===== src/sv/dbs_div.sv =====
`default_nettype none
// ----------------------------------------------------------------------------
// dbs_div: pipelined restoring divider
// One quotient bit per stage, QW stages, all advancing on i_en. The top
// NW-QW bits of the numerator must be below the divisor for a true result.
// ----------------------------------------------------------------------------
module dbs_div #(
    parameter int NW = 31,
    parameter int DW = 14,
    parameter int QW = 31
) (
    input  wire logic          i_clk,
    input  wire logic          i_en,
    input  wire logic [NW-1:0] i_num,
    input  wire logic [DW-1:0] i_den,
    output logic      [QW-1:0] o_quo
);

    localparam int HW = NW - QW;

    logic [DW-1:0] w_rem0;
    logic [DW-1:0] r_rem [QW];
    logic [QW-1:0] r_w   [QW];
    logic [DW-1:0] r_den [QW];
    logic [DW-1:0] n_rem [QW];
    logic [QW-1:0] n_w   [QW];
    logic [DW-1:0] n_den [QW];

    generate
        if (HW == 0) begin : g_rem_zero
            assign w_rem0 = '0;
        end else if (HW < DW) begin : g_rem_ext
            assign w_rem0 = {{(DW-HW){1'b0}}, i_num[NW-1:QW]};
        end else begin : g_rem_cut
            assign w_rem0 = i_num[QW+DW-1:QW];
        end
    endgenerate

    always_comb begin
        logic [DW-1:0] rem;
        logic [QW-1:0] w;
        logic [DW-1:0] den;
        logic [DW:0]   rs;
        logic [DW+1:0] d;
        for (int k = 0; k < QW; k++) begin
            if (k == 0) begin
                rem = w_rem0;
                w   = i_num[QW-1:0];
                den = i_den;
            end else begin
                rem = r_rem[k-1];
                w   = r_w[k-1];
                den = r_den[k-1];
            end
            rs       = {rem, w[QW-1]};
            d        = {1'b0, rs} - {2'b00, den};
            n_rem[k] = d[DW+1] ? rs[DW-1:0] : d[DW-1:0];
            n_w[k]   = {w[QW-2:0], ~d[DW+1]};
            n_den[k] = den;
        end
    end

    always_ff @(posedge i_clk) begin
        if (i_en) begin
            for (int k = 0; k < QW; k++) begin
                r_rem[k] <= n_rem[k];
                r_w[k]   <= n_w[k];
                r_den[k] <= n_den[k];
            end
        end
    end

    assign o_quo = r_w[QW-1];

endmodule
`default_nettype wire


===== config.mk =====
export PLATFORM = sky130hd
export DESIGN_NAME = dbs_div
export DESIGN_NICKNAME = d
export VERILOG_FILES = /design/src/sv/dbs_div.sv
export SDC_FILE = /design/constraint.sdc
export NUM_CORES = 2
export LEC_CHECK = 0
export ABC_AREA = 1
export ABC_CLOCK_PERIOD_IN_PS = 3250
export BUFFER_PORTS_ARGS = -buffer_cell sky130_fd_sc_hd__buf_4
export CAP_MARGIN = 20
export CORE_MARGIN = 2
export CORE_UTILIZATION = 60
export CTS_CLUSTER_DIAMETER = 50
export DETAILED_ROUTE_END_ITERATION = 10
export HOLD_SLACK_MARGIN = 0.1
export PLACE_DENSITY = 0.77
export SLEW_MARGIN = 20
export SYNTH_ARGS = -nofsm -noshare
export SYNTH_HDL_FRONTEND = slang
export SYNTH_SLANG_ARGS = --single-unit

===== constraint.sdc =====
create_clock -name i_clk -period 3.25 [get_ports i_clk]
set_clock_uncertainty 0.15 [all_clocks]
set_input_delay 0.975 -clock i_clk [delete_from_list [all_inputs] [get_ports i_clk]]
set_output_delay 0.975 -clock i_clk [all_outputs]
set_load 0.1 [all_outputs]

==> flow_summary.ini <==
[power_and_ir_drop]
p_leak_nw = 43.4
power.density_mw_per_mm2 = 904
ir_drop_mv = 0.652

[setup_path]
arrival_ns = 1.46
path_buf_inv = 1
startpoint_type = register
crit_chain = buf_4
required_ns = 2.12
slowest_stage = edfxtp_1
path_depth = 1
critPathMaxFanout = 1
reg2reg_setup_slack_ns = 0.78
reg2reg_depth = 11
reg2reg_to = r_rem[1][77]$_DFFE_PP_
worstSetupPathType = reg2out
r2r-start = r_den[1][65]$_DFFE_PP_
critPathCaptureType = primary output
crit_family = flip-flops
cp_slowest_stage_delay_ns = 0.34

[sta]
worstMarginPinSlew_ns = 0.683
post-route-min-period_ns = 2.59
hold_viol = 0
fin_ws_ns = 0.663
max_freq_mhz = 387
finalSetupTns_ns = 0
finalMaxSlewViolations = 0
grt_setup_unrepaired = no
slew-limit-headroom = 0.544
setup_viol = 0
hold_slack_ns = 0.163
period_share = 0.796

[yosys]
synth-simple-area-share = 0.182
ys_types = 33
synth_xor_area_frac = 0.0178
synth_cells = 8186
synth.area.top_cells = edfxtp_1 (63%), nand2_1 (11%), inv_1 (6.8%), ha_1 (6.1%), nand3_1 (2.8%)
seq_area_frac_synth = 0.628
synth_compound_area_frac = 0.0242
synthMuxAreaShare = 0
synth_warnings = 0
synth_top_area_share = 0.628
synth_seq_cells = 1801
yosys.area_share.adder = 0.0679
synth_top_family_by_area = simple AND/OR/NAND/NOR gates
synth_area_mm2 = 0.0861
yosysTopAreaCell = edfxtp_1
syn_area_per_cell_um2 = 10.5

[finish]
nets = 8932
drive_gt1_frac = 0.0825
syn_to_final_growth_pct = 11.1
layout_common_cells = nand2_1 (2599), edfxtp_1 (1801), inv_1 (1550), nand3_1 (480), ha_1 (421)
final_common_cell = nand2_1
diodes = 0
fin_area_mm2 = 0.0956

[clocking]
cts_root_buf = clkbuf_16
clkTransAtPathRegs_ns = 0.06
clock_sinks = 1801
cts_buffer_depth = 3
cts_resized = 0
cts_buffers = 193
clk_latency_ns = 0.84
cts_tree = yes
cts_htree_levels = 4

[route]
drt-wirelength-per-cell_um = 15.9
dr.pass1.iters = 5
first_iter_violations = 3792
vias_per_cell = 5.15
vias = 54100
drcViolationCount = 0
totalWireLength_mm = 167
drtAntennaViolNets = 0

[placed_design]
globalplace.congestion = 0.945
io_buffers = 77
post-place-ws_ns = 0.611
hpwl_mm = 119
placement.cell_area_mm2 = 0.0890

[die]
die_y_um = 383
die-area_mm2 = 0.147
die_x_um = 383
coreArea_mm2 = 0.143
ios = 78
initial_core_util = 0.602
rows = 139

[global_routing]
grt_usage = 0.230
grt_overflow = 0
grt_pass1_vias = 52900
antenna_found_initial = 0
grt_pass1_wl_mm = 268
grt_max_degree = 125

[min_path]
hold_class = in2reg
holdCritStartpoint = i_den[4]
hold_depth = 1
holdPathEnd = r_den[0][4]$_DFFE_PP_

[outcome]
status = finished clean

[flow_run]
cap_viol_max_count = 0
==> cells by family after synthesis <==
| logic type | count (synthesis) |
|---|---|
| AOI/OAI and AO/OA | 334 |
| and+or+nand+nor | 3757 |
| buffers and inverters | 1668 |
| DFF | 1801 |
| adders and majority gates | 450 |
| xor gates and xnor gates | 175 |
| other | 1 |
==> power breakdown <==
| group | switching (mW) | internal, mW | total [mW] |
|---|---|---|---|
| combinational | 19.9 | 10.3 | 30.2 |
| sequential | 2.44 | 31.3 | 33.7 |
| clock | 9.30 | 13.2 | 22.5 |
==> per-layer routing <==
metal  track usage  share of wire  vias up
met1         0.295           0.43    25200
li1              -              -    27100
met2         0.391           0.48     1362
met4        0.0968          0.041        0
met5             0              0        -
met3        0.0347          0.049      391
==> registers in the layout (all words and copies together) (netlist names) <==
signal / count
r_w: 961
r_rem: 420
r_den: 420
==> worst max path at each step <==
stage | endpoint | startpoint
2_1_floorplan | r_rem[0][0]$_DFFE_PP_ | i_num[30]
3_3_place_gp | r_rem[0][0]$_DFFE_PP_ | i_num[30]
3_5_place_dp | r_rem[0][0]$_DFFE_PP_ | i_num[30]
4_1_cts | o_quo[15] | r_w[1][449]$_DFFE_PP_
5_1_grt | o_quo[24] | r_w[1][458]$_DFFE_PP_
6_report | o_quo[15] | r_w[1][449]$_DFFE_PP_
==> synthesized netlist by cell type <==
cell      number
o21ai_0       44
o21ai_2       93
nand2_2       81
nand2_1     2599
nand3b_1      29
o21ai_1       14
or2_1         13
inv_2         14
nand2_4       29
buf_6         57
and2_1        15
xnor2_1       72
conb_1         1
inv_6          1
buf_8          1
edfxtp_1    1801
nand3_1      480
buf_4         31
a21oi_2       14
nor2_2        14
a31oi_1        1
inv_4         14
a21oi_1      166
nor3_2        13
o31ai_1        1
xor2_1       103
o211ai_1       1
nand4_1      101
nor2_1       363
ha_1         421
nor3_1        20
inv_1       1550
fa_1          29
==> what timing repair did <==
item | 4_1_cts | 5_1_grt
endpoints found under the hold margin | 3 | 0
buffers inserted | 0 | 0
hold buffers | 3 | 0
==> through the flow <==
step	instances	utilization	power, mW
4_1_cts	10500	0.669	86.8
3_3_place_gp	10100	0.622	63.0
2_1_floorplan	8191	-	56.6
6_report	10500	0.669	86.4
5_1_grt	10500	0.669	92.3
3_5_place_dp	10100	0.622	63.8
==> area by class of cell <==
| type | instances | area (µm²) |
|---|---|---|
| clock buffer | 225 | 4970 |
| clock inverter | 134 | 1680 |
| fill | 10600 | 47300 |
| inverter | 1579 | 5970 |
| multi-input combinational | 4722 | 25200 |
| sequential | 1801 | 54100 |
| tap | 1903 | 2380 |
| timing repair buffer | 138 | 1380 |
No activity file was read; power rests on OpenSTA's default activity.
